[src/spg_pkg.sv]
// ----------------------------------------------------------------------------
// spg_pkg
// types, constants and helper functions shared by the sphere point generator
// ----------------------------------------------------------------------------
package spg_pkg;

  localparam int DefMaxPoints     = 1024;
  localparam int DefTrigIterations = 16;
  localparam int AtanDepth        = 24;

  localparam int PhaseW = 16;
  localparam int AngW   = 16;
  localparam int CountW = 11;
  localparam int ModeW  = 2;

  // cordic datapath: q2.30 plus guard
  localparam int CordW = 34;

  localparam logic signed [CordW-1:0] Q30Pi      = 34'sd3373259426;
  localparam logic signed [CordW-1:0] Q30HalfPi  = 34'sd1686629713;
  localparam logic signed [CordW-1:0] Q30TwoPi   = 34'sd6746518852;
  localparam logic signed [CordW-1:0] CordicGain = 34'sd652032874;

  localparam logic [ModeW-1:0] ModeOwn    = 2'd0;
  localparam logic [ModeW-1:0] ModeSum    = 2'd1;
  localparam logic [ModeW-1:0] ModeSecond = 2'd2;

  typedef struct packed {
    logic [15:0]        phase;
    logic [15:0]        second_phase;
    logic signed [15:0] latitude_low;
    logic signed [15:0] latitude_high;
    logic signed [15:0] longitude_low;
    logic signed [15:0] longitude_high;
    logic [10:0]        point_count;
    logic signed [15:0] sphere_radius;
  } spg_in_t;

  typedef struct packed {
    logic signed [15:0] coord_x;
    logic signed [15:0] coord_y;
    logic signed [15:0] coord_z;
  } spg_out_t;

  // one rotation cell's working vector
  typedef struct packed {
    logic signed [CordW-1:0] x;
    logic signed [CordW-1:0] y;
    logic signed [CordW-1:0] z;
  } spg_vec_t;

  function automatic logic signed [CordW-1:0] atan_q30(input int idx);
    logic signed [CordW-1:0] v;
    case (idx)
      0:  v = 34'sd843314856;
      1:  v = 34'sd497837829;
      2:  v = 34'sd263043836;
      3:  v = 34'sd133525158;
      4:  v = 34'sd67021686;
      5:  v = 34'sd33543515;
      6:  v = 34'sd16775850;
      7:  v = 34'sd8388437;
      8:  v = 34'sd4194282;
      9:  v = 34'sd2097149;
      10: v = 34'sd1048575;
      11: v = 34'sd524287;
      12: v = 34'sd262143;
      13: v = 34'sd131071;
      14: v = 34'sd65535;
      15: v = 34'sd32767;
      16: v = 34'sd16383;
      17: v = 34'sd8191;
      18: v = 34'sd4095;
      19: v = 34'sd2047;
      20: v = 34'sd1023;
      21: v = 34'sd511;
      22: v = 34'sd255;
      23: v = 34'sd127;
      default: v = '0;
    endcase
    return v;
  endfunction

  function automatic logic signed [15:0] sat16(input logic signed [47:0] v);
    logic signed [15:0] r;
    if (v > 48'sd32767) begin
      r = 16'sh7fff;
    end else if (v < -48'sd32768) begin
      r = 16'sh8000;
    end else begin
      r = v[15:0];
    end
    return r;
  endfunction

endpackage

[src/spg_cordic_cell.sv]
// ----------------------------------------------------------------------------
// spg_cordic_cell
// one registered rotation-mode cordic step, passes its vector on each cycle that en is high
// ----------------------------------------------------------------------------
module spg_cordic_cell import spg_pkg::*; #(
  parameter int Index = 0
) (
  input  logic     clk,
  input  logic     en,
  input  spg_vec_t vin,
  output spg_vec_t vout
);

  localparam logic signed [CordW-1:0] Atan = atan_q30(Index);

  spg_vec_t vnext;

  always_comb begin
    if (!vin.z[CordW-1]) begin
      vnext.x = vin.x - (vin.y >>> Index);
      vnext.y = vin.y + (vin.x >>> Index);
      vnext.z = vin.z - Atan;
    end else begin
      vnext.x = vin.x + (vin.y >>> Index);
      vnext.y = vin.y - (vin.x >>> Index);
      vnext.z = vin.z + Atan;
    end
  end

  always_ff @(posedge clk) begin
    if (en) begin
      vout <= vnext;
    end
  end

endmodule

[src/spg_sincos.sv]
// ----------------------------------------------------------------------------
// spg_sincos
// range reduction then a chain of cordic cells, sin and cos in q2.30
// ----------------------------------------------------------------------------
module spg_sincos import spg_pkg::*; #(
  parameter int TrigIterations = DefTrigIterations
) (
  input  logic                    clk,
  input  logic                    en,
  input  logic signed [AngW-1:0]  angle,
  output logic signed [CordW-1:0] sin_q,
  output logic signed [CordW-1:0] cos_q
);

  localparam int N = (TrigIterations > AtanDepth) ? AtanDepth : TrigIterations;

  logic signed [CordW-1:0] z0, z1, zr;
  logic                    fold;
  spg_vec_t                chain [N+1];
  logic                    neg_line [N+1];

  // q4.12 range is below 3*pi, so at most one 2pi step each way
  always_comb begin
    z0 = CordW'(angle) <<< 18;
    if (z0 > Q30Pi) begin
      z1 = z0 - Q30TwoPi;
    end else if (z0 < -Q30Pi) begin
      z1 = z0 + Q30TwoPi;
    end else begin
      z1 = z0;
    end
    fold = 1'b0;
    zr = z1;
    if (z1 > Q30HalfPi) begin
      zr = z1 - Q30Pi;
      fold = 1'b1;
    end else if (z1 < -Q30HalfPi) begin
      zr = z1 + Q30Pi;
      fold = 1'b1;
    end
  end

  always_ff @(posedge clk) begin
    if (en) begin
      chain[0]    <= '{x: CordicGain, y: '0, z: zr};
      neg_line[0] <= fold;
    end
  end

  for (genvar i = 0; i < N; i++) begin : g_cell
    spg_cordic_cell #(.Index(i)) u_cell (
      .clk (clk),
      .en  (en),
      .vin (chain[i]),
      .vout(chain[i+1])
    );
    always_ff @(posedge clk) begin
      if (en) begin
        neg_line[i+1] <= neg_line[i];
      end
    end
  end

  assign sin_q = neg_line[N] ? -chain[N].y : chain[N].y;
  assign cos_q = neg_line[N] ? -chain[N].x : chain[N].x;

endmodule

[config.mk]
export PLATFORM = sky130hd
export DESIGN_NAME = spg_sincos
export DESIGN_NICKNAME = d
export VERILOG_FILES = /design/src/spg_pkg.sv /design/src/spg_cordic_cell.sv /design/src/spg_sincos.sv
export SDC_FILE = /design/constraint.sdc
export NUM_CORES = 2
export LEC_CHECK = 0
export BUFFER_PORTS_ARGS = -buffer_cell sky130_fd_sc_hd__buf_4
export CAP_MARGIN = 30
export CORE_ASPECT_RATIO = 1.25
export CORE_MARGIN = 5
export CORE_UTILIZATION = 40
export CTS_CLUSTER_DIAMETER = 50
export CTS_CLUSTER_SIZE = 14
export DETAILED_ROUTE_END_ITERATION = 8
export PLACE_DENSITY = 0.57
export SYNTH_ARGS = -nofsm -noshare
export SYNTH_HDL_FRONTEND = slang
export SYNTH_SLANG_ARGS = --single-unit
[constraint.sdc]
create_clock -name clk -period 6.6 [get_ports clk]
set_input_delay 1.32 -clock clk [delete_from_list [all_inputs] [get_ports clk]]
set_output_delay 1.32 -clock clk [all_outputs]
set_load 0.05 [all_outputs]
Yosys cells after proc, flatten, opt, wreduce, memory -nomap -nowiden
Memory sizes are Yosys's and may differ from the RTL's.
Cells that the tools add are included.
- add/subtract/negate cells: 98
- magnitude comparators: 4
- mux-type cells: 26
- operators with widths (kind ; number):
    102-bit 2-to-1 mux ; 15
    34-bit 2-to-1 mux ; 6
    34-bit by 30-bit adder with 34-bit output ; 3
    34-bit by 30-bit subtractor with 34-bit output ; 3
    34-bit by 19-bit adder with 34-bit output ; 2
    34-bit by 20-bit adder with 34-bit output ; 2
    34-bit by 21-bit adder with 34-bit output ; 2
    34-bit by 22-bit adder with 34-bit output ; 2
    34-bit by 23-bit adder with 34-bit output ; 2
    34-bit by 24-bit adder with 34-bit output ; 2
    34-bit by 25-bit adder with 34-bit output ; 2
    34-bit by 26-bit adder with 34-bit output ; 2
    34-bit by 27-bit adder with 34-bit output ; 2
    34-bit by 28-bit adder with 34-bit output ; 2
    34-bit by 29-bit adder with 34-bit output ; 2
    34-bit by 31-bit adder with 34-bit output ; 2
    34-bit by 32-bit adder with 34-bit output ; 2
    68-bit 2-to-1 mux ; 1
    34-bit negation ; 2
    34-bit by 19-bit subtractor with 34-bit output ; 2
    34-bit by 20-bit subtractor with 34-bit output ; 2
    34-bit by 21-bit subtractor with 34-bit output ; 2
    34-bit by 22-bit subtractor with 34-bit output ; 2
    34-bit by 23-bit subtractor with 34-bit output ; 2
    other kinds (51) ; 62
- register bits after elaboration: 1628
- bits in writable memories: 17
- logic and storage cells: 177
- memories kept: 1
- memory list (memory ; words ; width ; rd ports ; clocked after memory_dff ; write ports ; RTL line ; text):
    neg_line ; 17 ; 1 ; 17 ; 0 ; 17 ; spg_sincos.sv:20 ; logic neg_line [N+1];

Depth between registers and ports, before layout
- depth in word-level cells: 6
- depth in mapped cells: 23
- depth with buffers taken out: 23

Cells and area by module
A second synthesis with hierarchy kept.
- cells, all modules: 17010
- area, all modules: 155992.1 µm²
- modules (own cells, without submodules) (module ; times used ; cells an instance ; area each (µm²)):
    spg_cordic_cell at g_cell[0].u_cell ; 1 ; 1207 ; 10462.5
    spg_cordic_cell at g_cell[4].u_cell ; 1 ; 1061 ; 9696.8
    spg_cordic_cell at g_cell[11].u_cell ; 1 ; 1051 ; 9618.0
    spg_cordic_cell at g_cell[6].u_cell ; 1 ; 1067 ; 9616.7
    spg_cordic_cell at g_cell[10].u_cell ; 1 ; 1070 ; 9579.2
    spg_cordic_cell at g_cell[3].u_cell ; 1 ; 1067 ; 9555.4
    spg_cordic_cell at g_cell[1].u_cell ; 1 ; 1029 ; 9532.9
    spg_cordic_cell at g_cell[8].u_cell ; 1 ; 1017 ; 9520.4
    spg_cordic_cell at g_cell[7].u_cell ; 1 ; 1015 ; 9432.8
    spg_cordic_cell at g_cell[5].u_cell ; 1 ; 1027 ; 9424.0
    spg_cordic_cell at g_cell[12].u_cell ; 1 ; 1025 ; 9374.0
    spg_cordic_cell at g_cell[2].u_cell ; 1 ; 994 ; 9277.6
    spg_cordic_cell at g_cell[9].u_cell ; 1 ; 987 ; 9198.8
    spg_cordic_cell at g_cell[14].u_cell ; 1 ; 979 ; 9180.1
    3 more rows ; -- ; -- ; --

Least setup slack after synthesis
Ideal clock, no wire load.
- kind: flip-flop to flip-flop
- start point: register g_cell[5].u_cell.vout[47] (netlist bit)
- end point: register g_cell[6].u_cell.vout[100] (netlist bit), data pin
- setup time: 0.258 ns
- arrival: 4.753 ns
- required time: 6.342 ns
- path slack: 1.589 ns
- cell stages (with the launch flop): 20
- clock period less this slack: 5.011 ns
- cells stage by stage: edfxtp_1 or4_1 or3_1 nor4_1 and2_0 clkbuf_1 a21oi_1 xor2_1 ha_1 a21o_1 a21o_1 a221o_1 a221o_1 or3_1 a21oi_1 nor2_1 a2111oi_0 o21bai_1 a21oi_1 xnor2_1
- RTL lines (element ; RTL line ; text):
    start, declared ; spg_cordic_cell.sv:11 ; output spg_vec_t vout
    start signal, assigned ; spg_cordic_cell.sv:32 ; vout <= vnext;
    end signal, assigned ; spg_cordic_cell.sv:32 ;
    end, declared ; spg_cordic_cell.sv:11 ;

Final worst setup path
- start point: register g_cell[15].u_cell.vout[38] (netlist bit)
- end point: output sin_q[33]
- longest elaborated chain between the ends: 2
- ends and longest elaborated chain (element ; RTL line ; text):
    start, declared ; spg_cordic_cell.sv:11 ;
    start signal, assigned ; spg_cordic_cell.sv:32 ;
    34-bit negation ; spg_sincos.sv:64 ; assign sin_q = neg_line[N] ? -chain[N].y : chain[N].y;
    34-bit 2-to-1 mux ; spg_sincos.sv:64 ;
    end, declared ; spg_sincos.sv:11 ; output logic signed [CordW-1:0] sin_q,
No other way between the ends.

==> metrics <==
largest net degree at the start of global routing=168; Slew @ Worst Pin=1.07 ns; vias in the first global route=93400; crit path max fanout=4; Post-synth EDFFs=1503; DRT iter0 DRCs=4529; num ports=86; worst r2r path cells=18; setup bufs post-CTS=0; initial antenna violation count=2; Clock Root Buffer=clkbuf_16; Clock transition at path regs=0.06 ns; Rows=230; RSZ-0062 raised after global routing=false; met1 Usage GRT=0.200; crit share post-route=0.892; Clk Latency, worst-skew pair=0.91 ns; first-pass GRT wire length=501000 um; PostCTS Resize Cnt=0; TritonCTS Buffers=203; Max Cap Viol=0; Arrival @ worst endpoint=4.57 ns; Layout Utilization=0.443; cell count after synthesis=13000; Seq/Total Area, Yosys=0.358; via-per-instance ratio=5.42; Cell variety after synth=102; cts hold-fix bufs=0; Syn Nets=14500; register bit total from synthesis=1503; Final Hold Violating Endpoints=0; nets=14700; most common cell after layout, fill and taps aside=edfxtp_1; max_slew headroom=0.288; Area Overhead vs Synth=10.3%; FMAX=0.170 GHz; die area=326000 um2; most frequent cells in the layout=edfxtp_1, ha_1, a21oi_1, xnor2_1, nor2_1; gr busiest metal=met2; DRC violations left=0; Initial Util=0.401; CP Capture Type=primary output; routed len/inst=18.1 um; Post-synth top flop=edfxtp_1; chip height=638 um; Bufs on Longest Clock Path=4; final setup fails=0; final wirelength=317000 um; syn avg cell area=9.71 um2; Worst EP required=5.28 ns; HP Class=reg2reg; CTS tree=done; layout cells sized above 1=0.0526; Final Instance Count excl. Fillers=17500; critical path launch point type=flop; Post-DRT Antenna Nets=0; status=completed; via count=95100; hold depth=0; FFs w/ async S/R, synth=0; Total Neg Setup Slack=0 ns; DP Cell Count=17200; DR pass1 iterations=6; RePlAce Congestion=0.912; port bufs=85; clk sinks=1503; Layout Skew=0.0828 ns; H-Tree Level Count=4; met2 Usage GRT=0.364; grt ovf=0; core box area=314000 um2; Synth Warn #=0; fin. max-slew vios=0; clock period minus final worst setup slack=5.89 ns; Syn Std Cell Area=126000 um2; GR Layer Usage met3=0.0179; Critical Setup Path Class=reg2out; GRT Util Overall=0.187; DP HPWL=254000 um; Die X=512 um
[routing by layer]
layer / part of all wire / vias up
met2: 0.53 / 1429
met1: 0.39 / 44400
met3: 0.026 / 643
li1: - / 48700
met5: 0 / -
met4: 0.055 / 0
[flip-flops by register name, indices dropped and copies added, names as in the netlist]
register,cells
chain,26
g_cell.u_cell.vout,1461
neg_line,16
[cells in the mapped netlist (all sizes together) (30+ instances only)]
| cell | number | share of area |
|---|---|---|
| a2111oi | 31 | 0.0022 |
| a211o | 32 | 0.0022 |
| a211oi | 106 | 0.0063 |
| a21boi | 30 | 0.0018 |
| a21o | 649 | 0.039 |
| a21oi | 1364 | 0.054 |
| a221o | 35 | 0.0028 |
| a31o | 39 | 0.0027 |
| a31oi | 133 | 0.0066 |
| and2 | 83 | 0.0041 |
| and3 | 114 | 0.0057 |
| and4 | 36 | 0.0025 |
| buf | 61 | 0.0023 |
| clkbuf | 125 | 0.0037 |
| edfxtp | 1503 | 0.36 |
| fa | 40 | 0.0064 |
| ha | 1439 | 0.14 |
| inv | 546 | 0.016 |
| mux2 | 59 | 0.0053 |
| mux2i | 71 | 0.0056 |
| nand2 | 547 | 0.016 |
| nand2b | 192 | 0.0096 |
| nand3 | 212 | 0.0084 |
| nand4 | 87 | 0.0043 |
| nor2 | 1195 | 0.036 |
| nor2b | 177 | 0.0088 |
| nor3 | 335 | 0.013 |
| nor4 | 94 | 0.0047 |
| o211ai | 44 | 0.0026 |
| o21a | 216 | 0.013 |
| o21ai | 580 | 0.023 |
| o21bai | 172 | 0.010 |
| o31ai | 67 | 0.0040 |
| o41ai | 54 | 0.0040 |
| or2 | 38 | 0.0019 |
| or3 | 85 | 0.0043 |
| or4 | 55 | 0.0034 |
| xnor2 | 1306 | 0.091 |
| xor2 | 669 | 0.046 |
[area by class of cell]
class / instances / area, um2
multi-input combinational: 10700 / 78100
antenna: 10 / 25.0
sequential: 1503 / 45100
fill: 30200 / 175000
clock inverter: 142 / 1700
timing repair buffer: 191 / 1600
inverter: 552 / 2070
tap: 4176 / 5230
clock buffer: 224 / 5180
[worst paths after layout]
check | start | slack [ns] | endpoint
min reg2reg | neg_line[0][5] | 0.40 | neg_line[0][6]
max | g_cell[15].u_cell.vout[38] | 0.71 | sin_q[33]
min | neg_line[0][5] | 0.40 | neg_line[0][6]
max reg2reg | g_cell[6].u_cell.vout[50] | 0.89 | g_cell[7].u_cell.vout[101]
[worst max-delay path, stage by stage (launching register included)]
cell and delay [ns]:
edfxtp_1 0.43, nor4_2 0.35, nand2_1 0.11, or4_4 0.45
or4_4 0.47, or4_1 0.48, or2_1 0.29, or4_4 0.46
o31ai_1 0.26, xnor2_1 0.16, buf_4 0.22
[per-stage QoR]
| stage | worst slack [ns] | hold slack (ns) | instance area, um2 |
|---|---|---|---|
| detailed placement | 0.947 | 0.405 | 132000 |
| floorplan | 1.59 | 0.400 | 126000 |
| global placement | 0.874 | 0.401 | 132000 |
| finish | 0.710 | 0.397 | 139000 |
| CTS | 0.581 | 0.387 | 139000 |
| global route | 0.456 | 0.397 | 139000 |
[cell families (layout without fill, tap and decap cells)]
logic type      count (synthesis)  count (layout)  share of synthesized area
compound gates               3812            3812                      0.193
simple gates                 3343            3343                      0.129
xor+xnor                     1975            1975                      0.137
flops                        1503            1503                      0.358
fa+ha+maj                    1479            1479                      0.149
buf+inv                       738            1109                     0.0225
mux                           130             130                     0.0109
other cells                     1              11                  0.0000298
Power is not shown: default switching activity piles up to over one toggle a cycle in this logic, so the estimate is an artifact.
